File: src/rtl/baro_pkg.sv
// ----------------------------------------------------------------------------
// baro_pkg
// Shared types, constants and coefficient functions of the altitude converter.
// ----------------------------------------------------------------------------
`default_nettype none

package baro_pkg;

  localparam int STEPS = 28;

  localparam logic [1:0]  REG_PB = 2'd0;
  localparam logic [1:0]  REG_TB = 2'd1;

  localparam logic [20:0] PB_RESET = 21'd1621200;
  localparam logic [14:0] TB_RESET = 15'd1500;

  localparam logic [21:0] EXP_Q24  = 22'd3192142;
  localparam logic [28:0] RECIP13  = 29'd330382099;
  localparam logic [26:0] T_CLAMP  = 27'd130000013;
  localparam logic signed [24:0] ALT_MAX = 25'sd10000000;
  localparam logic signed [24:0] ALT_MIN = -25'sd1000000;

  typedef struct packed {
    logic [30:0] m;
    logic [4:0]  msb;
    logic [27:0] frac;
  } log_lane_t;

  typedef struct packed {
    logic [30:0]       r;
    logic [27:0]       f;
    logic signed [4:0] n;
  } exp_lane_t;

  typedef struct packed {
    logic        ok;
    logic [26:0] k2;
  } side_t;

  function automatic logic [63:0] isqrt64(input logic [63:0] v);
    logic [63:0] rem;
    logic [63:0] r;
    logic [63:0] b;
    rem = v;
    r   = 64'd0;
    b   = 64'd1 << 62;
    for (int i = 0; i < 32; i++) begin
      if (rem >= r + b) begin
        rem = rem - (r + b);
        r   = (r >> 1) + b;
      end else begin
        r = r >> 1;
      end
      b = b >> 2;
    end
    return r;
  endfunction

  // 2^(2^-k) in Q30
  function automatic logic [30:0] exp_coef(input int k);
    logic [63:0] c;
    c = 64'd2 << 30;
    for (int j = 1; j <= k; j++) begin
      c = isqrt64(c << 30);
    end
    return c[30:0];
  endfunction

  function automatic log_lane_t log_step(input log_lane_t a);
    logic [61:0] sq;
    log_lane_t   o;
    sq    = {31'd0, a.m} * {31'd0, a.m};
    o.msb = a.msb;
    if (sq[61]) begin
      o.m    = sq[61:31];
      o.frac = {a.frac[26:0], 1'b1};
    end else begin
      o.m    = sq[60:30];
      o.frac = {a.frac[26:0], 1'b0};
    end
    return o;
  endfunction

endpackage

`default_nettype wire

File: src/rtl/baro_exp_cell.sv
// ----------------------------------------------------------------------------
// baro_exp_cell
// One factor of the exp2 product, applied when its fraction bit is set.
// ----------------------------------------------------------------------------
`default_nettype none

module baro_exp_cell (
  input  wire                  clk,
  input  wire                  rst,
  input  wire                  adv,
  input  wire [30:0]           coef,
  input  wire                  in_valid,
  input  baro_pkg::side_t      in_side,
  input  baro_pkg::exp_lane_t  in_e,
  output logic                 out_valid,
  output baro_pkg::side_t      out_side,
  output baro_pkg::exp_lane_t  out_e
);

  logic [61:0] prod;

  assign prod = {31'd0, in_e.r} * {31'd0, coef};

  always_ff @(posedge clk) begin
    if (rst) begin
      out_valid <= 1'b0;
    end else if (adv) begin
      out_valid <= in_valid;
    end
  end

  always_ff @(posedge clk) begin
    if (adv) begin
      out_side <= in_side;
      out_e.n  <= in_e.n;
      out_e.f  <= {in_e.f[26:0], 1'b0};
      out_e.r  <= in_e.f[27] ? prod[60:30] : in_e.r;
    end
  end

endmodule

`default_nettype wire

File: config.mk
export PLATFORM = sky130hd
export DESIGN_NAME = baro_exp_cell
export DESIGN_NICKNAME = d
export VERILOG_FILES = /design/src/rtl/baro_pkg.sv /design/src/rtl/baro_exp_cell.sv
export SDC_FILE = /design/constraint.sdc
export NUM_CORES = 2
export LEC_CHECK = 0
export BUFFER_PORTS_ARGS = -buffer_cell sky130_fd_sc_hd__clkbuf_2
export CAP_MARGIN = 20
export CORE_MARGIN = 2
export CORE_UTILIZATION = 48
export CTS_CLUSTER_DIAMETER = 200
export CTS_CLUSTER_SIZE = 30
export DETAILED_ROUTE_END_ITERATION = 10
export HOLD_SLACK_MARGIN = 0.06
export PLACE_DENSITY = 0.71
export SLEW_MARGIN = 0
export SYNTH_ARGS = -nofsm -noshare
export SYNTH_HDL_FRONTEND = slang
export SYNTH_SLANG_ARGS = --single-unit
File: constraint.sdc
create_clock -name clk -period 16.6 [get_ports clk]
set_input_delay 2.49 -clock clk [delete_from_list [all_inputs] [get_ports clk]]
set_output_delay 2.49 -clock clk [all_outputs]
set_load 0.02 [all_outputs]
Word-level counts from Yosys, hierarchy flattened --
Index checks and enable logic that the tools add are counted.
Storage, ports and cells: register bits after elaboration 92, word-level logic and storage cells 8
Operators by class: multipliers 1, muxes and demuxes 1
Operators by type and width (number):
- $mul A31 B31 Y61 | 1
- $mux W31 | 1

Logic depth before layout (Yosys ltp) --
depth in word-level cells 2, gate-level depth with buffers 27

Least setup slack after synthesis --
Ideal clock, no wire load.
kind in2reg, start in coef[7], end reg out_e[57] in the netlist's numbering (data pin), setup time 261 ps, arrival 8922 ps, data required time 16339 ps, path slack 7417 ps, stages on the path 25, buffers on the path 1, cells stage by stage clkbuf_1 -> and2_1 -> fa_1 -> fa_1 -> inv_1 -> fa_1 -> fa_1 -> inv_1 -> fa_1 -> fa_1 -> fa_1 -> inv_1 -> fa_1 -> inv_1 -> ha_1 -> a21oi_1 -> nor2_1 -> a211oi_2 -> nand2_1 -> o21a_1 -> o211ai_2 -> a21oi_2 -> nor3_4 -> a2111oi_0 -> a221o_1
Between the ends: cells in the longest elaborated chain, start to end 2
Ends and longest elaborated chain:
- start: declaration | line baro_exp_cell.sv:11 | input wire [30:0] coef,
- $mul A31 B31 Y61 | line baro_exp_cell.sv:22 | assign prod = {31'd0, in_e.r} * {31'd0, coef};
- $mux W31 | line baro_exp_cell.sv:37 | out_e.r <= in_e.f[27] ? prod[60:30] : in_e.r;
- end: declaration | line baro_exp_cell.sv:17 | output baro_pkg::exp_lane_t out_e
No other way between the ends. A chain may end at the register's enable or synchronous reset.

Worst setup path in the final report --
start in in_e[42] in the netlist's numbering, end reg out_e[61] in the netlist's numbering (data pin)
Between the ends: cells in the longest elaborated chain, start to end 2
Ends and longest elaborated chain:
- start: declaration | line baro_exp_cell.sv:14 | input baro_pkg::exp_lane_t in_e,
- $mul A31 B31 Y61 | line baro_exp_cell.sv:22
- $mux W31 | line baro_exp_cell.sv:37
No other way between the ends.

==> flow_metrics.env <==
export IMPL_critPathArrivalTime_ns=10.38
export IMPL_setup_viol=0
export IMPL_hold_buffers=0
export IMPL_path_class="input port to flip-flop"
export IMPL_synth_edff_count=91
export IMPL_setup_ws_ns=6.34
export IMPL_fillCellCount=6154
export IMPL_clockBufferDepth=2
export IMPL_cts_buffers=9
export IMPL_finClkSkew_ns=0
export IMPL_path_depth=25
export IMPL_overflow=0
export IMPL_synth_area_um2=33100
export IMPL_rsz0062_at_grt="false"
export IMPL_grt_pass1_wl_um=144000
export IMPL_h_tree_depth=3
export IMPL_stdcell_count=4347
export IMPL_dp_final_hpwl_um=66200
export IMPL_hold_depth=2
export IMPL_yosys_area_top_type_share=0.506
export IMPL_yosysTopAreaCell="fa_1"
export IMPL_fin_tns_setup_ns=0
export IMPL_areaGrowthSynthToFinish_pct=5.92
export IMPL_cpPeakStageDelay_ns=0.57
export IMPL_grt_pass1_vias=26200
export IMPL_synth_commonest_cells="835 x fa_1, 772 x inv_1, 496 x and2_1"
export IMPL_num_antenna_cells=0
export IMPL_hold_class="flip-flop to flip-flop"
export IMPL_post_cts_buffers=0
export IMPL_max_cap_viol_count=0
export IMPL_fp_dieArea_um2=71000
export IMPL_drt_initial_drc_count=1579
export IMPL_path_clk_slew_ns=0.08
export IMPL_max_slew_margin=0.275
export IMPL_wl_per_cell_um=20.4
export IMPL_synth_most_common_cell="fa_1"
export IMPL_path_max_fanout=32
export IMPL_busiest_layer="met2"
export IMPL_grt_max_degree=58
export IMPL_clockRootBuffer="clkbuf_16"
export IMPL_critPathSlowestCell="clkbuf_2"
export IMPL_fin_crit_sh=0.618
export IMPL_async_flop_share=0
export IMPL_wirelength_um=88700
export IMPL_ios=220
export IMPL_crit_buf_inv=5
export IMPL_dr_pass1_iters=5
export IMPL_synthTopCellsByArea="fa_1 51%, and2_1 9.4%, ha_1 9.3%"
export IMPL_gp_congestion=0.917
export IMPL_cp_start_kind="input port"
export IMPL_synth_ff_latch_count=92
export IMPL_ctsResizeCount=0
export IMPL_use_met2=0.440
export IMPL_synth_area_per_cell_um2=9.72
export IMPL_hold_viol_final=0
export IMPL_antenna_left=0
export IMPL_clk_insertion_delay_late_ns=0.35
export IMPL_outcome="finished clean"
export IMPL_port_buffers=218
export IMPL_die_w_um=266
export IMPL_tightest_slew_ns=1.09
export IMPL_cts_tree="built"
export IMPL_drv_slew=0
export IMPL_yosysWarnings=0
export IMPL_post_place_ws_ns=6.05
export IMPL_use_met1=0.354
export IMPL_start_util=0.484
export IMPL_vias=23700
export IMPL_synth_seq_area_share=0.0833
export IMPL_synthesis_nets=4608
export IMPL_layout_drive_gt1_share=0.0848
export IMPL_dp_cells=4331
export IMPL_cp_end_kind="flip-flop"
export IMPL_grt_util_all_layers=0.264
export IMPL_fp_dieH_um=266
export IMPL_core_area_um2=68300
export IMPL_rr_worst_depth=2
export IMPL_synthCells=3400
export IMPL_use_met3=0.0400
export IMPL_cts_sinks=92
export IMPL_fmax_ghz=0.0975
export IMPL_synthDistinctLibCells=64
export IMPL_rows=96
export IMPL_cp_top_family="adder cells"
export IMPL_fin_crit_ns=10.26
export IMPL_antenna_found_initial=2
export IMPL_finalNetCount=4668
export IMPL_drcViolationCount=0
export IMPL_worstPathRequired_ns=16.73
export IMPL_synth_ff_type="edfxtp_1"
export IMPL_cp_common_cell="fa_1"
export IMPL_via_per_inst=5.45
## worst paths after layout
path,to,startpoint,slack [ns]
min reg2reg,out_valid,out_valid,0.52
max reg2reg,out_valid,out_valid,16.00
max,out_e[61],in_e[42],6.34
min,out_valid,out_valid,0.52
## worst register-to-register path, stage by stage, from the launching register on
cell     delay (ns)
dfxtp_1        0.31
mux2i_1        0.13
nor2_1         0.06
## metrics by stage
step / hold slack (ns) / cell area, um^2 / util
after floorplan: 0.579 / 33100 / -
after global placement: 0.488 / 34700 / 0.508
after detailed placement: 0.507 / 34700 / 0.508
after CTS: 0.525 / 35000 / 0.512
after global routing: 0.556 / 35000 / 0.512
final: 0.522 / 35000 / 0.512
## final cells by class
| cell class | count | area, um^2 | share of cell area |
|---|---|---|---|
| Clock inverter | 7 | 70.1 | 0.00200 |
| Sequential cell | 92 | 2750 | 0.0786 |
| Tap cell | 882 | 1100 | 0.0315 |
| Timing Repair Buffer | 245 | 1300 | 0.0370 |
| Clock buffer | 9 | 225 | 0.00643 |
| Multi-Input combinational cell | 2340 | 26700 | 0.762 |
| Inverter | 772 | 2900 | 0.0828 |
## state kept, by name, summed over array words and instances, names as in the netlist
register,cells
out_side,28
out_e,63
out_valid,1
## cell usage in the layout (no fill, tap or decap), types with 14 or more instances in the layout
master    instances
o21ai_0          16
xnor2_1          18
edfxtp_1         91
buf_4            28
a21oi_1          36
clkbuf_2        217
mux2_2           17
nand2_1         488
a21o_1           30
nor2_1           21
nand3_1          14
ha_1            246
and2_1          496
fa_1            835
inv_1           772
## per-layer routing
| metal | share of wire | wire (um) |
|---|---|---|
| met4 | 0.039 | 3470 |
| met1 | 0.40 | 35100 |
| met2 | 0.48 | 42500 |
| met5 | 0.00015 | 13 |
| met3 | 0.086 | 7600 |
## cell families (layout without fill, tap and decap cells)
group | Yosys count | count (layout) | synth area share
multiplexers | 18 | 18 | 0.00609
adder cells (fa/ha/maj) | 1081 | 1081 | 0.599
other | 1 | 1 | 0.000113
buffers and inverters | 968 | 1033 | 0.110
AND/OR/NAND/NOR | 1071 | 1071 | 0.165
AO/OA/AOI/OAI | 143 | 143 | 0.0302
flip-flops | 92 | 92 | 0.0833
XOR/XNOR | 26 | 26 | 0.00689
Power is left out: the tool's default activity adds up to more than one toggle a clock period on the data nets, which glitch-free logic cannot reach.
