===== src/rtl/baro_pkg.sv =====
// ----------------------------------------------------------------------------
// baro_pkg
// Shared types, constants and coefficient functions of the altitude converter.
// ----------------------------------------------------------------------------
`default_nettype none

package baro_pkg;

  localparam int STEPS = 28;

  localparam logic [1:0]  REG_PB = 2'd0;
  localparam logic [1:0]  REG_TB = 2'd1;

  localparam logic [20:0] PB_RESET = 21'd1621200;
  localparam logic [14:0] TB_RESET = 15'd1500;

  localparam logic [21:0] EXP_Q24  = 22'd3192142;
  localparam logic [28:0] RECIP13  = 29'd330382099;
  localparam logic [26:0] T_CLAMP  = 27'd130000013;
  localparam logic signed [24:0] ALT_MAX = 25'sd10000000;
  localparam logic signed [24:0] ALT_MIN = -25'sd1000000;

  typedef struct packed {
    logic [30:0] m;
    logic [4:0]  msb;
    logic [27:0] frac;
  } log_lane_t;

  typedef struct packed {
    logic [30:0]       r;
    logic [27:0]       f;
    logic signed [4:0] n;
  } exp_lane_t;

  typedef struct packed {
    logic        ok;
    logic [26:0] k2;
  } side_t;

  function automatic logic [63:0] isqrt64(input logic [63:0] v);
    logic [63:0] rem;
    logic [63:0] r;
    logic [63:0] b;
    rem = v;
    r   = 64'd0;
    b   = 64'd1 << 62;
    for (int i = 0; i < 32; i++) begin
      if (rem >= r + b) begin
        rem = rem - (r + b);
        r   = (r >> 1) + b;
      end else begin
        r = r >> 1;
      end
      b = b >> 2;
    end
    return r;
  endfunction

  // 2^(2^-k) in Q30
  function automatic logic [30:0] exp_coef(input int k);
    logic [63:0] c;
    c = 64'd2 << 30;
    for (int j = 1; j <= k; j++) begin
      c = isqrt64(c << 30);
    end
    return c[30:0];
  endfunction

  function automatic log_lane_t log_step(input log_lane_t a);
    logic [61:0] sq;
    log_lane_t   o;
    sq    = {31'd0, a.m} * {31'd0, a.m};
    o.msb = a.msb;
    if (sq[61]) begin
      o.m    = sq[61:31];
      o.frac = {a.frac[26:0], 1'b1};
    end else begin
      o.m    = sq[60:30];
      o.frac = {a.frac[26:0], 1'b0};
    end
    return o;
  endfunction

endpackage

`default_nettype wire


===== src/rtl/baro_log_cell.sv =====
// ----------------------------------------------------------------------------
// baro_log_cell
// One squaring step of the log2 fraction, for the sample and baseline lanes.
// ----------------------------------------------------------------------------
`default_nettype none

module baro_log_cell (
  input  wire                  clk,
  input  wire                  rst,
  input  wire                  adv,
  input  wire                  in_valid,
  input  baro_pkg::side_t      in_side,
  input  baro_pkg::log_lane_t  in_a,
  input  baro_pkg::log_lane_t  in_b,
  output logic                 out_valid,
  output baro_pkg::side_t      out_side,
  output baro_pkg::log_lane_t  out_a,
  output baro_pkg::log_lane_t  out_b
);

  always_ff @(posedge clk) begin
    if (rst) begin
      out_valid <= 1'b0;
    end else if (adv) begin
      out_valid <= in_valid;
    end
  end

  always_ff @(posedge clk) begin
    if (adv) begin
      out_side <= in_side;
      out_a    <= baro_pkg::log_step(in_a);
      out_b    <= baro_pkg::log_step(in_b);
    end
  end

endmodule

`default_nettype wire


===== config.mk =====
export PLATFORM = sky130hd
export DESIGN_NAME = baro_log_cell
export DESIGN_NICKNAME = d
export VERILOG_FILES = /design/src/rtl/baro_pkg.sv /design/src/rtl/baro_log_cell.sv
export SDC_FILE = /design/constraint.sdc
export NUM_CORES = 2
export LEC_CHECK = 0
export BUFFER_PORTS_ARGS = -buffer_cell sky130_fd_sc_hd__buf_2
export CELL_PAD_IN_SITES_DETAIL_PLACEMENT = 0
export CELL_PAD_IN_SITES_GLOBAL_PLACEMENT = 1
export CORE_MARGIN = 5
export CORE_UTILIZATION = 52
export DETAILED_ROUTE_END_ITERATION = 8
export GPL_ROUTABILITY_DRIVEN = 1
export PLACE_DENSITY_LB_ADDON = 0.1
export SYNTH_ARGS = -nofsm -noshare
export SYNTH_HDL_FRONTEND = slang
export SYNTH_SLANG_ARGS = --single-unit

===== constraint.sdc =====
create_clock -name clk -period 12.4 [get_ports clk]
set_input_delay 1.24 -clock clk [delete_from_list [all_inputs] [get_ports clk]]
set_output_delay 1.24 -clock clk [all_outputs]
set_load 0.02 [all_outputs]

* After elaboration in Yosys (flattened, before gate mapping)
Index checks and enable logic that the tools add are counted.
** Word-level totals
- Word-level logic and storage cells :: 17
- Input port bits :: 160
- Output and inout port bits :: 157
- Register bits after elaboration :: 157
** Cells by class
- Mux-type cells :: 4
- Multipliers :: 2
** Operator list (number)
- multiplier 31 x 31 -> 62 bit :: 2
- 2-to-1 mux 30 bit :: 2
- 2-to-1 mux 1 bit :: 2

* Depth between registers and ports, before layout
- Depth after elaboration :: 2
- Gate-level depth with buffers :: 31
- Mapped depth without buffers :: 27

* Worst setup path after synthesis
Ideal clock, no wire load.
- Kind :: input port to flip-flop
- Start :: input in_a[58] (netlist bit)
- End :: register out_a[34] (netlist bit) (data pin)
- Data required time :: 12.140 ns
- Arrival :: 8.708 ns
- Path buffers :: 4
- Cell stages on the path :: 29
- Setup time :: 0.260 ns
- Slack :: 3.432 ns
- Cell sequence :: clkbuf_1 -> clkbuf_1 -> nand2_1 -> fa_1 -> fa_1 -> inv_1 -> fa_1 -> inv_1 -> fa_1 -> inv_1 -> fa_1 -> fa_1 -> fa_1 -> inv_1 -> fa_1 -> inv_1 -> ha_1 -> clkbuf_1 -> a21o_1 -> a21o_1 -> a221oi_1 -> o21ai_1 -> a21oi_1 -> o41ai_4 -> a21oi_2 -> o41ai_4 -> xnor2_2 -> buf_6 -> mux2_4
** Between the ends
- Word-level cells in the longest chain between the ends :: 2
** RTL lines
- start, declared :: RTL line baro_log_cell.sv:13 : input baro_pkg::log_lane_t in_a,
- multiplier 31 x 31 -> 62 bit :: RTL line baro_pkg.sv:72 : sq = {31'd0, a.m} * {31'd0, a.m};
- 2-to-1 mux 30 bit :: RTL line baro_pkg.sv:74 : if (sq[61]) begin
- end signal, assigned :: RTL line baro_log_cell.sv:32 : out_a <= baro_pkg::log_step(in_a);
- end, declared :: RTL line baro_log_cell.sv:17 : output baro_pkg::log_lane_t out_a,
No other way between the ends.
A chain may end at the register's enable or synchronous reset.

* Final worst setup path
- Start :: input in_b[39] (netlist bit)
- End :: register out_b[61] (netlist bit) (data pin)
** Between the ends
- Word-level cells in the longest chain between the ends :: 2
** RTL lines
- start, declared :: RTL line baro_log_cell.sv:14 : input baro_pkg::log_lane_t in_b,
- multiplier 31 x 31 -> 62 bit :: RTL line baro_pkg.sv:72
- 2-to-1 mux 30 bit :: RTL line baro_pkg.sv:74
- end signal, assigned :: RTL line baro_log_cell.sv:33 : out_b <= baro_pkg::log_step(in_b);
- end, declared :: RTL line baro_log_cell.sv:18 : output baro_pkg::log_lane_t out_b
No other way between the ends.

==> impl_results.md <==
* Outcome: complete, no violations
* Crit path capture: out_b[61]$_DFFE_PP_
* Slowest cell delay on critical path at approximately 0.65 ns
* Most frequent cells in the layout: inv_1, fa_1, nand2_1
* Asr flop ratio synth at 0%
* Most used cell along the critical path: fa_1
* Initial Utilization at between 50% and 60%
* Final Hold Violating Endpoints at 0
* Vias at 39660
* CTS H-tree depth at 4
* RSZ-0062 raised after global routing: false
* Share of cells above drive strength 1 at 7.303%
* Max-Cap Viols at 0
* Slew Limit Fails at 0
* Overall routed net length at 154600 um
* Worst Setup SP: in_b[39]
* Arrival @ worst endpoint at roughly 10 ns
* Largest net degree at the start of global routing at 81
* # Post-CTS Setup Buffers at 0
* Critical path type: primary input to register
* Initial DRT Pass Iterations at 5
* Layout net count at approximately 8400
* CTS Buffer Depth at 2
* Cell Rows at ~120
* DRC at 0
* Register-to-register setup slack at 11.83 ns
* Most common cell after layout, fill and taps aside: inv_1
* Clock sink count at approximately 160
* First-pass GRT wire length at 246700 um
* I/O pins at roughly 320
* TritonCTS clock tree: done
* Synth top area share at 50.48%
* Die Ht at about 350 um
* Final worst slack at approximately 2.2 ns
* R2R depth at 2
* Worst skew pair latency at about 0.44 ns
* Synthesized flop and latch total at between 150 and 200
* Fmax at ~98 MHz
* Core area at 112800 sq um
* Clock skew at 0 ns
* Post-synth EDFFs at about 160
* Synth cell types at 82
* PortBufs at around 310
* Top area cells in the synthesized netlist: fa_1, inv_1, ha_1, edfxtp_1, and2_1
* Crit-path max FO at 35
* Seq/Total Area, Yosys at roughly 8%
* CP max stage cell: buf_2
* Rel. slew slack at 30.89%
* Synth Instances at 6020
* Post-synth top area cell: fa_1
* Crit share post-route at 82.11%
* N_diodes at 0
* Period minus WS final at 10.18 ns
* Worst Tran Pin Value at just over 1 ns
* Reg-to-reg endpoint: out_valid$_SDFFE_PP0P_
* Hpwl dp at 128700 um
* GPL Wtd Cong at approximately 0.88
* Hold_sp: out_valid$_SDFFE_PP0P_
* Synth Net Count at 8208
* HP Class: register to register
* Initial antenna violation count at 2
* WP buf/inv at 10
* Mean Syn Cell Area at slightly below 10 sq um
* Final ANT Viol Nets at 0
* Data required, critical path at ~13 ns
* Post-Syn Area at 59250 sq um
* Final TNS setup at 0 ns
* Final Instance Area at approximately 63000 sq um
* Die X at around 350 um
* Vias in the first global route at between 40000 and 50000
* CP Launch Type: primary input
* Synth warnings at 0
* GR Overflow Total at 0
* WL per Instance at roughly 20 um
* CTS Root Cell: clkbuf_16
* Post-Place Worst Slack at roughly 1.7 ns
* R2R Path Start: out_valid$_SDFFE_PP0P_
* Critical path depth at 29
* Area Growth Syn to Fin at 6.128%
* Cell Area, Placed at a little over 60000 sq um
* Final setup violation count at 0
* Cts repair resizes at 0
* Cts bufs inserted at 17
* Gr usage total at a little over a quarter
* Top_reg_cell synth: edfxtp_1
* Avg Vias per Cell at ~5.1
* Crit. End Element: register
* Finished Core Util at roughly 56%
* Clock-pin slew on the worst setup and hold paths at 0.08 ns
* Delay-heaviest family, CP: adder cells
* Iter 0 DRT Violations at between 1500 and 2000
* Full die area at between 100000 and 150000 sq um
* Hold-fix buffers, CTS at 0
-- cells in the mapped netlist, drive strengths merged, types with 5 or more instances --
master,instances
nand2b,5
nand3,27
buf,15
o211ai,8
fa,1494
o21bai,24
nor2,116
edfxtp,156
a31oi,10
nand4,32
clkbuf,196
nand2,589
o21ai,68
or2,8
a21oi,136
mux2,47
a21o,47
nor3,16
and2,378
mux2i,17
and3,9
a2111oi,5
xnor2,71
or3,7
o21a,17
inv,1831
nor2b,18
nor4,5
xor2,49
a211oi,13
a31o,9
ha,534
and4,5
-- worst min-delay path: stages (launching register included) --
cell,delay (ns)
dfxtp_1,0.32
mux2i_1,0.06
nor2_1,0.07
-- state kept, by name, summed over array words and instances, names as in the netlist --
register / cells
out_valid: 1
out_side: 28
out_b: 64
out_a: 64
-- cell type report --
cell class | count | area, sq um
Clock buffer | 17 | 425.4
Clock inverter | 15 | 196.4
Fill cell | 10369 | 49930
Inverter | 1832 | 6877
Multi-Input combinational cell | 3820 | 46860
Sequential cell | 157 | 4705
Tap cell | 1500 | 1877
Timing Repair Buffer | 362 | 1938
-- routing by layer --
metal	GRT usage (%)	share of wire [%]	vias up
li1	-	-	17918
met1	35.90	42	20590
met2	44.90	50	931
met3	3.213	4.7	221
met4	7.279	3.2	0
met5	0	0	-
-- worst min-delay path by stage --
stage / to / slack [ns] / cells past startpoint
after global placement: out_valid$_SDFFE_PP0P_ / 0.47 / 2
after floorplan: out_valid$_SDFFE_PP0P_ / 0.58 / 2
final: out_valid$_SDFFE_PP0P_ / 0.49 / 2
after global routing: out_valid$_SDFFE_PP0P_ / 0.53 / 2
after CTS: out_valid$_SDFFE_PP0P_ / 0.49 / 2
after detailed placement: out_valid$_SDFFE_PP0P_ / 0.48 / 2
-- through the flow --
stage	std cells	hold WS, ns
floorplan	6020	0.5788
global placement	7671	0.4711
detailed placement	7671	0.4752
CTS	7703	0.4926
global route	7703	0.5294
finish	7703	0.4862
-- logic make-up (layout without fill, tap and decap cells) --
group                      Yosys count  count (layout)  share of synthesized area [%]
and+or+nand+nor                   1219            1219                          9.843
AOI/OAI and AO/OA                  389             389                          4.340
DFF                                157             157                          7.940
adders and majority gates         2028            2028                          61.75
xor gates and xnor gates           120             120                          1.799
buffers and inverters             2043            2226                          13.00
muxes                               64              64                          1.320
Power is left out: the tool's default activity adds up to more than one toggle a clock period on the data nets, which glitch-free logic cannot reach.
